`config.mk`:
```
export PLATFORM = sky130hd
export DESIGN_NAME = kpsc_back
export DESIGN_NICKNAME = d
export VERILOG_FILES = /design/src/hdl/kpsc_pkg.sv /design/src/hdl/kpsc_back.sv
export SDC_FILE = /design/constraint.sdc
export NUM_CORES = 1
export LEC_CHECK = 0
export BUFFER_PORTS_ARGS = -buffer_cell sky130_fd_sc_hd__clkbuf_2
export CAP_MARGIN = 25
export CELL_PAD_IN_SITES_DETAIL_PLACEMENT = 2
export CELL_PAD_IN_SITES_GLOBAL_PLACEMENT = 2
export CORE_UTILIZATION = 30
export CTS_CLUSTER_DIAMETER = 50
export DETAILED_ROUTE_END_ITERATION = 7
export PLACE_DENSITY = 0.81
export SLEW_MARGIN = 15
export SYNTH_ARGS = -nofsm -noshare
export SYNTH_HDL_FRONTEND = slang
export SYNTH_SLANG_ARGS = --single-unit
```
`constraint.sdc`:
```
create_clock -name clk -period 2.89 [get_ports clk]
set_input_delay 0.1445 -clock clk [delete_from_list [all_inputs] [get_ports clk]]
set_output_delay 0.1445 -clock clk [all_outputs]
set_load 0.01 [all_outputs]
```
`src/hdl/kpsc_pkg.sv`:
```
package kpsc_pkg;

  localparam int LengthCounterMax = 255;
  localparam int QueueDepth       = 4;
  localparam int CfgIndexWidth    = 8;

  typedef struct packed {
    logic [7:0] char_byte;
    logic       is_last;
  } in_item_t;

  typedef struct packed {
    logic       policy_ok;
    logic [2:0] fail_cause;
  } out_item_t;

  // byte classes that matter to the keyring prefix match
  typedef enum logic [2:0] {
    CLS_AT,
    CLS_U,
    CLS_S,
    CLS_GPT,
    CLS_NUL,
    CLS_OTHER
  } pfx_cls_t;

  // one classified byte, as queued between front and back
  typedef struct packed {
    logic     is_pol_sep;
    logic     is_ref_sep;
    logic     is_alnum;
    pfx_cls_t pfx_cls;
    logic     is_last;
  } cls_item_t;

  typedef struct packed {
    logic [7:0] min_len;
    logic [7:0] max_len;
  } len_bounds_t;

  typedef enum logic [2:0] {
    CAUSE_NONE    = 3'd0,
    CAUSE_PREFIX  = 3'd1,
    CAUSE_NO_SEP  = 3'd2,
    CAUSE_DESC    = 3'd3,
    CAUSE_EMPTY   = 3'd4
  } cause_t;

endpackage

```
`src/hdl/kpsc_back.sv`:
```
module kpsc_back #(
  parameter int LENGTH_COUNTER_MAX = kpsc_pkg::LengthCounterMax
) (
  input  logic                   clk,
  input  logic                   rst_n,
  input  logic                   q_valid,
  input  kpsc_pkg::cls_item_t    q_data,
  output logic                   q_pop,
  input  kpsc_pkg::len_bounds_t  bounds,
  output logic                   out_valid,
  input  logic                   out_stall,
  output kpsc_pkg::out_item_t    out_data
);

  localparam int LW = $clog2(LENGTH_COUNTER_MAX + 1);
  localparam int CW = (LW > 8) ? LW : 8;

  typedef enum logic [2:0] {
    PFX_EMPTY,
    PFX_AT,
    PFX_AT_U,
    PFX_AT_US,
    PFX_AT_OTHER,
    PFX_TERM,
    PFX_BAD
  } pfx_t;

  logic                 in_desc_r, in_desc_nxt;
  pfx_t                 pfx_r, pfx_nxt;
  logic [LW-1:0]        len_r, len_nxt;
  logic                 seg_empty_r, seg_empty_nxt;
  logic                 desc_bad_r, desc_bad_nxt;
  kpsc_pkg::cause_t     fail_r, fail_nxt;
  logic                 out_valid_r, out_valid_nxt;
  kpsc_pkg::out_item_t  out_data_r, out_data_nxt;
  kpsc_pkg::cause_t     fin;

  function automatic pfx_t pfx_step(input pfx_t s, input kpsc_pkg::pfx_cls_t c);
    pfx_t r;
    r = PFX_BAD;
    case (s)
      PFX_EMPTY: begin
        if (c == kpsc_pkg::CLS_AT) r = PFX_AT;
      end
      PFX_AT: begin
        if (c == kpsc_pkg::CLS_U) r = PFX_AT_U;
        else if (c == kpsc_pkg::CLS_S || c == kpsc_pkg::CLS_GPT) r = PFX_AT_OTHER;
      end
      PFX_AT_U: begin
        if (c == kpsc_pkg::CLS_S) r = PFX_AT_US;
        else if (c == kpsc_pkg::CLS_NUL) r = PFX_TERM;
      end
      PFX_AT_US, PFX_AT_OTHER: begin
        if (c == kpsc_pkg::CLS_NUL) r = PFX_TERM;
      end
      PFX_TERM: r = PFX_TERM;
      default: r = PFX_BAD;
    endcase
    return r;
  endfunction

  function automatic kpsc_pkg::cause_t seg_cause(
    input logic          empty,
    input logic          in_desc,
    input pfx_t          pfx,
    input logic          bad,
    input logic [LW-1:0] len,
    input logic [7:0]    mn,
    input logic [7:0]    mx
  );
    kpsc_pkg::cause_t c;
    if (empty) c = kpsc_pkg::CAUSE_EMPTY;
    else if (!in_desc) c = kpsc_pkg::CAUSE_NO_SEP;
    else if (pfx == PFX_BAD) c = kpsc_pkg::CAUSE_PREFIX;
    else if (bad || CW'(len) < CW'(mn) || CW'(len) > CW'(mx)) c = kpsc_pkg::CAUSE_DESC;
    else c = kpsc_pkg::CAUSE_NONE;
    return c;
  endfunction

  // the result register frees up in the same cycle it is taken
  // only a final byte needs it, so other bytes go on while a result waits
  assign q_pop     = q_valid && (!q_data.is_last || !out_valid_r || !out_stall);
  assign out_valid = out_valid_r;
  assign out_data  = out_data_r;

  always_comb begin
    in_desc_nxt   = in_desc_r;
    pfx_nxt       = pfx_r;
    len_nxt       = len_r;
    seg_empty_nxt = seg_empty_r;
    desc_bad_nxt  = desc_bad_r;
    fail_nxt      = fail_r;
    out_valid_nxt = out_valid_r && out_stall;
    out_data_nxt  = out_data_r;
    fin           = kpsc_pkg::CAUSE_NONE;
    if (q_pop) begin
      if (q_data.is_pol_sep) begin
        if (fail_r == kpsc_pkg::CAUSE_NONE) begin
          fail_nxt = seg_cause(seg_empty_r, in_desc_r, pfx_r, desc_bad_r, len_r,
                               bounds.min_len, bounds.max_len);
        end
        in_desc_nxt   = 1'b0;
        pfx_nxt       = PFX_EMPTY;
        len_nxt       = '0;
        seg_empty_nxt = 1'b1;
        desc_bad_nxt  = 1'b0;
      end else begin
        seg_empty_nxt = 1'b0;
        if (!in_desc_r) begin
          if (q_data.is_ref_sep) in_desc_nxt = 1'b1;
          else pfx_nxt = pfx_step(pfx_r, q_data.pfx_cls);
        end else begin
          if (!q_data.is_alnum) desc_bad_nxt = 1'b1;
          if (len_r < LW'(LENGTH_COUNTER_MAX)) len_nxt = len_r + 1'b1;
          else desc_bad_nxt = 1'b1;
        end
      end
      if (q_data.is_last) begin
        fin = fail_nxt;
        if (!q_data.is_pol_sep && fail_nxt == kpsc_pkg::CAUSE_NONE) begin
          fin = seg_cause(seg_empty_nxt, in_desc_nxt, pfx_nxt, desc_bad_nxt, len_nxt,
                          bounds.min_len, bounds.max_len);
        end
        out_valid_nxt           = 1'b1;
        out_data_nxt.policy_ok  = (fin == kpsc_pkg::CAUSE_NONE);
        out_data_nxt.fail_cause = fin;
        in_desc_nxt   = 1'b0;
        pfx_nxt       = PFX_EMPTY;
        len_nxt       = '0;
        seg_empty_nxt = 1'b1;
        desc_bad_nxt  = 1'b0;
        fail_nxt      = kpsc_pkg::CAUSE_NONE;
      end
    end
  end

  always_ff @(posedge clk) begin
    if (!rst_n) begin
      in_desc_r   <= 1'b0;
      pfx_r       <= PFX_EMPTY;
      len_r       <= '0;
      seg_empty_r <= 1'b1;
      desc_bad_r  <= 1'b0;
      fail_r      <= kpsc_pkg::CAUSE_NONE;
      out_valid_r <= 1'b0;
    end else begin
      in_desc_r   <= in_desc_nxt;
      pfx_r       <= pfx_nxt;
      len_r       <= len_nxt;
      seg_empty_r <= seg_empty_nxt;
      desc_bad_r  <= desc_bad_nxt;
      fail_r      <= fail_nxt;
      out_valid_r <= out_valid_nxt;
    end
    out_data_r <= out_data_nxt;
  end

  a_ok_no_cause: assert property (@(posedge clk) disable iff (!rst_n)
    (out_valid_r && out_data_r.policy_ok) |-> (out_data_r.fail_cause == kpsc_pkg::CAUSE_NONE))
    else $error("pass flag with a failure cause");

  a_clear_after_last: assert property (@(posedge clk) disable iff (!rst_n)
    (q_pop && q_data.is_last) |=>
      (seg_empty_r && !in_desc_r && fail_r == kpsc_pkg::CAUSE_NONE && len_r == '0))
    else $error("parse state not cleared after final byte");

  a_len_bound: assert property (@(posedge clk) disable iff (!rst_n)
    len_r <= LW'(LENGTH_COUNTER_MAX))
    else $error("descriptor length past counter limit");

  a_result_source: assert property (@(posedge clk) disable iff (!rst_n)
    (out_valid_r && !$past(out_valid_r)) |-> $past(q_pop && q_data.is_last))
    else $error("result without a final byte");

endmodule

```
# ---- Yosys cells after proc, flatten, opt, wreduce, memory -nomap -nowiden
# Index checks and enable logic that the tools add are counted.
dict set report totals {
  regBits 22
  inputBits 27
  out_inout_bits 6
  elab_cells 94
}
dict set report classes {
  add_sub_neg 1
  n_lt_le_gt_ge 5
  n_eq_ne 11
  n_mux 47
  n_reduce_logical 21
}
# operator n
set op_table {}
lappend op_table {{$mux 3} 17}
lappend op_table {{$mux 8} 5}
lappend op_table {{$gt 8x8->1} 2}
lappend op_table {{$lt 8x8->1} 2}
lappend op_table {{$mux 1} 16}
lappend op_table {{$mux 2} 8}
lappend op_table {{$eq 3x3->1 const B} 5}
lappend op_table {{$logic_not 3->1} 5}
lappend op_table {{$pmux 3 s5} 1}
lappend op_table {{$eq 3x2->1 const B} 4}
lappend op_table {{$add 8x1->8 const B} 1}
lappend op_table {{$lt 8x8->1 const B} 1}
lappend op_table {{$logic_or 1x1->1} 7}
lappend op_table {{$eq 3x1->1 const B} 2}
lappend op_table {{$logic_not 1->1} 4}
lappend op_table {{$logic_and 1x1->1} 3}
lappend op_table {{$reduce_and 2->1} 1}
lappend op_table {{$reduce_or 2->1} 1}

# ---- Longest topological paths before layout
dict set report logic_depth {
  word_depth 17
  ltp_mapped 14
  depth_no_buf 14
}

# ---- Worst setup path before layout
# No wires, ideal clock.
dict set report synth_path {
  path_type {flip-flop to flip-flop}
  start {register len_r[1]}
  end {register out_data_r, in the netlist out_data[0] (data pin)}
  setup_ps 255
  t_arrival_ps 2583
  setup_slack_ps 51
  stages_incl_launch_ff 13
  synth_period_minus_slack_ps 2839
  cell_sequence {dfxtp_1 ha_1 nand3_1 or3_2 a21oi_1 ha_1 a21o_1 a21oi_1 nand3_1 a21oi_1 o211ai_1 nand2b_4 a31o_1}
}
dict set report synth_via {
  elab_chain_cells 15
}
# element line
set synth_rtl {}
lappend synth_rtl {{from (decl)} kpsc_back.sv:30} ;# logic [LW-1:0] len_r, len_nxt;
lappend synth_rtl {{from (signal assigned)} kpsc_back.sv:149} ;# len_r <= len_nxt;
lappend synth_rtl {{$add 8x1->8, or another cell as far along} kpsc_back.sv:114} ;# if (len_r < LW'(LENGTH_COUNTER_MAX)) len_nxt = len_r + 1'b1;
lappend synth_rtl {{$mux 8 / $logic_or 1x1->1 (equally long branches)} {kpsc_back.sv:114, kpsc_back.sv:75}}
lappend synth_rtl {{$mux 8 / $logic_or 1x1->1 (equally long branches)} {kpsc_back.sv:109, kpsc_back.sv:75}}
lappend synth_rtl {{$mux 8 / $mux 2 (equally long branches)} {kpsc_back.sv:97, kpsc_back.sv:75}}
lappend synth_rtl {{$mux 8 / $mux 2 (equally long branches)} {kpsc_back.sv:96, kpsc_back.sv:74}}
lappend synth_rtl {{$lt 8x8->1 / $mux 2 (equally long branches)} {kpsc_back.sv:75, kpsc_back.sv:73}}
lappend synth_rtl {{$logic_or 1x1->1 / $mux 3 (equally long branches)} {kpsc_back.sv:75, kpsc_back.sv:72}}
lappend synth_rtl {{$logic_or 1x1->1 / $mux 3 (equally long branches)} {kpsc_back.sv:75, kpsc_back.sv:98}}
lappend synth_rtl {{$mux 2 / $mux 3 (equally long branches)} {kpsc_back.sv:75, kpsc_back.sv:97}}
lappend synth_rtl {{$mux 2 / $mux 3 (equally long branches)} {kpsc_back.sv:74, kpsc_back.sv:96}}
lappend synth_rtl {{$mux 2 / $logic_not 3->1 (equally long branches)} {kpsc_back.sv:73, kpsc_back.sv:120}}
lappend synth_rtl {{$mux 3 / $logic_and 1x1->1 (equally long branches)} {kpsc_back.sv:72, kpsc_back.sv:120}}
lappend synth_rtl {{$mux 3 (*)} kpsc_back.sv:120} ;# if (!q_data.is_pol_sep && fail_nxt == kpsc_pkg::CAUSE_NONE) begin
lappend synth_rtl {{$mux 3 (*)} kpsc_back.sv:118} ;# if (q_data.is_last) begin
lappend synth_rtl {{$mux 3 (*)} kpsc_back.sv:96} ;# if (q_pop) begin
lappend synth_rtl {{to (signal assigned)} kpsc_back.sv:155} ;# out_data_r <= out_data_nxt;
lappend synth_rtl {{to (decl)} kpsc_back.sv:35} ;# kpsc_pkg::out_item_t out_data_r, out_data_nxt;
# Mark *: on every way between the ends. The rest lies on a longest branch, timed or not. The select of a mux whose other input is x is not followed.
# A chain may end at the register's enable or synchronous reset.

# ---- Worst setup path after layout
# Same ends and word-level chain as after synthesis.

==> impl_metrics.py <==
metrics = {
    "global_route": {
        "grt_pass1_vias": 2350,
        "antenna_found_initial": 0,
        "gr-total-overflow": 0,
        "grt_pass1_wl_um": 12100,
        "gr-usage-all-layers_pct": 21.3,
        "grt_max_degree": 17,
    },
    "setup_path": {
        "endpoint": "out_data[0]",
        "critPathLaunchType": "register",
        "cpMostUsedCell": "nand3_1",
        "cp_max_fo": 5,
        "arrival_ns": 3.14,
        "critPathMaxStageDelay_ns": 0.37,
        "rr_endpoint": "out_data[0]",
        "r2r_slack_ns": -0.22,
        "path_class": "reg2reg",
        "rr_worst_depth": 15,
        "crit_required_ns": 2.92,
        "endpoint_kind": "register",
        "slowest_stage": "dfxtp_4",
        "path_cells": "ha_4 > nand3_4 > nor2_1 > buf_4 > nand3_1 > o21ai_0 > nor2_1 > ha_1 > nand3_1 > o21bai_1 > nand3_1 > a21oi_2 > o211ai_1 > nand2b_4 > a31o_1",
        "startpoint": "len_r[1]",
        "r2r_start": "len_r[1]",
    },
    "power_and_ir_drop": {
        "combPwrFrac_pct": 20.3,
        "total_power_uw": 786,
        "p_switching_uw": 220,
        "p_seq_share_pct": 41.4,
        "sw_frac_of_total_pct": 27.9,
        "pwr-share-clk_pct": 38.3,
        "ir_worst_vdd_mv": 0.421,
        "power.leakage_nw": 1.25,
        "p_int_uw": 567,
        "power_density_nw_per_um2": 284,
    },
    "die": {
        "ios": 33,
        "die_x_um": 85.8,
        "core_sq_um": 6790,
        "die_height_um": 85.8,
        "rows": 30,
        "die_area_sq_um": 7360,
        "start_util_pct": 31.0,
    },
    "timing": {
        "whs_ns": 0.175,
        "hold_viol_final": 0,
        "relSlewSlack_pct": 41.2,
        "rsz0062_at_grt": "yes",
        "finalSetupViolCount": 3,
        "min_period_ns": 3.11,
        "maxSlewViolCount": 0,
        "skew_ns": 0.00492,
        "timing.final.ws_setup_ns": -0.225,
        "min_period_over_period_pct": 108,
        "max_freq_mhz": 321,
        "tightest_slew_ns": 0.879,
    },
    "logic_synthesis": {
        "muxShareOfSynthArea_pct": 0.475,
        "synthSimpleGateAreaFrac_pct": 23.5,
        "synth_area_leaders": "ha_1, dfxtp_1, edfxtp_1",
        "synth-seq-cells": 22,
        "netlist_instances": 261,
        "synth-compound-area-share_pct": 26.3,
        "avgSynthCellArea_sq_um": 8.07,
        "yosysSeqAreaShare_pct": 22.8,
        "synth_nets": 319,
        "synth_edf_count": 4,
        "yosys.area.top_type_share_pct": 18.4,
        "synth-async-reset-ratio_pct": 0,
        "synth-xor-area-share_pct": 2.08,
        "yosysMostFrequentCell": "ha_1",
        "synth_common_cells": "ha_1, inv_1, a21oi_1, nor2_1, dfxtp_1",
        "syn_area_sq_um": 2110,
        "ys.flop_type": "dfxtp_1",
        "ys_types": 50,
        "synthAdderAreaFrac_pct": 18.4,
        "synth_top_family_by_area": "compound AO/OA/AOI/OAI gates",
        "synth_top_cell_by_area": "ha_1",
        "ys_warn_count": 0,
    },
    "cells_and_area": {
        "syn2layout_area_growth_pct": 31.7,
        "fin_area_sq_um": 2770,
        "final_core_util_pct": 40.8,
        "final_cells": 415,
        "nets": 378,
        "drive_gt1_share_pct": 30.7,
        "antenna_cells": 0,
    },
    "drt": {
        "routedWlPerCell_um": 19.6,
        "route.detailed.drc": 0,
        "viasPerCell": 5.33,
        "totalWireLength_um": 8150,
        "ant_nets": 0,
        "drt_pass1_iterations": 4,
        "vias": 2213,
        "drt_iter0_drc": 62,
    },
    "clock_network": {
        "clk_pin_slew_ns": 0.09,
        "htree_levels": 1,
        "numCtsBuffers": 3,
        "clockBufferDepth": 2,
        "clockRootBuffer": "clkbuf_8",
        "clock_latency_ns": 0.27,
        "cts_tree": "done",
        "clock-sinks": 22,
    },
    "place": {
        "globalplace.congestion": 0.877,
        "dp_hpwl_um": 5590,
        "io_buffers": 32,
        "post-place-cells": 406,
        "place_area_sq_um": 2530,
    },
    "hold_path": {
        "hp-start": "out_stall",
        "hold_class": "in2reg",
    },
    "outcome": {
        "status": "complete, but fails checks",
        "violations": "setup timing",
    },
    "job": {
        "maxCapViolCount": 0,
    },
}
## worst min path at each step
stage | end | depth (start not counted)
6_report | out_valid | 3
5_1_grt | out_valid | 3
4_1_cts | out_valid | 3
3_5_place_dp | out_valid | 3
3_3_place_gp | out_valid | 3
2_1_floorplan | len_r[1] | 1
## area by class of cell
class	count	area (sq um)
inverter	25	93.8
sequential	22	488
multi-input combinational	206	1600
timing repair buffer	62	397
fill	788	4020
clock buffer	3	41.3
tap	96	120
clock inverter	1	30.0
## worst max-delay path, delay by kind of cell (launching register included)
kind	cells	cell delay [ns]
buffers and inverters	1	0.15
AO/OA/AOI/OAI	5	0.81
adder cells (fa/ha/maj)	2	0.49
AND/OR/NAND/NOR	7	1.06
flip-flops	1	0.37
## power by group through the flow
| stage | Clock (mW) | Sequential, mW | Combinational [mW] |
|---|---|---|---|
| finish | 0.301 | 0.326 | 0.159 |
| CTS | 0.309 | 0.327 | 0.152 |
| global placement | 0 | 0.333 | 0.140 |
| global route | 0.315 | 0.327 | 0.175 |
| floorplan | 0 | 0.333 | 0.0877 |
| detailed placement | 0 | 0.333 | 0.146 |
## layer usage
metal	wire length, um	part of all wire [%]	vias to the layer above	track usage (%)
met5	0	0	-	0
met4	62	0.76	0	3.79
met3	171	2.1	8	2.69
met2	4270	52	32	39.5
met1	3650	45	1104	26.5
li1	-	-	1069	-
## placed cells by master, fill, tap and decap left out, drive strengths merged, types with 2 or more instances in the layout
cell,count
edfxtp,4
xor2,2
a22oi,11
o21bai,3
o21ai,14
a31oi,2
or2,2
nor4,5
nand2,13
nand3,7
nor2b,16
xnor2,3
ha,31
nor3b,3
nand4,7
clkbuf,35
nor3,7
nor2,22
a31o,3
nand2b,2
a21o,3
a21oi,22
dfxtp,18
a211oi,5
buf,30
a21boi,2
o211ai,6
o21a,2
inv,25
## stage by stage
step	TNS, ns	setup slack [ns]
2_1_floorplan	0	0.0515
3_3_place_gp	-0.216	-0.101
3_5_place_dp	-0.732	-0.281
4_1_cts	-0.0466	-0.0466
5_1_grt	-0.885	-0.339
6_report	-0.481	-0.225
## timing repair
action,in CTS,in global routing
buffers inserted,1,4
endpoints found under the setup margin,3,3
pin swaps,5,11
gates resized for setup,20,10
hold buffers,0,0
## cells by family after synthesis
family / Yosys count
AND/OR/NAND/NOR: 90
AO/OA/AOI/OAI: 79
buffers and inverters: 33
adder cells (fa/ha/maj): 31
flip-flops: 22
XOR/XNOR: 5
multiplexers: 1
## flip-flops by register name (all words and copies together) (netlist names)
| register | cells |
|---|---|
| len_r | 8 |
| out_data | 4 |
| fail_r | 3 |
| pfx_r | 3 |
| desc_bad_r | 1 |
| in_desc_r | 1 |
| out_valid | 1 |
| seg_empty_r | 1 |
(Power assumes the default switching activity.)
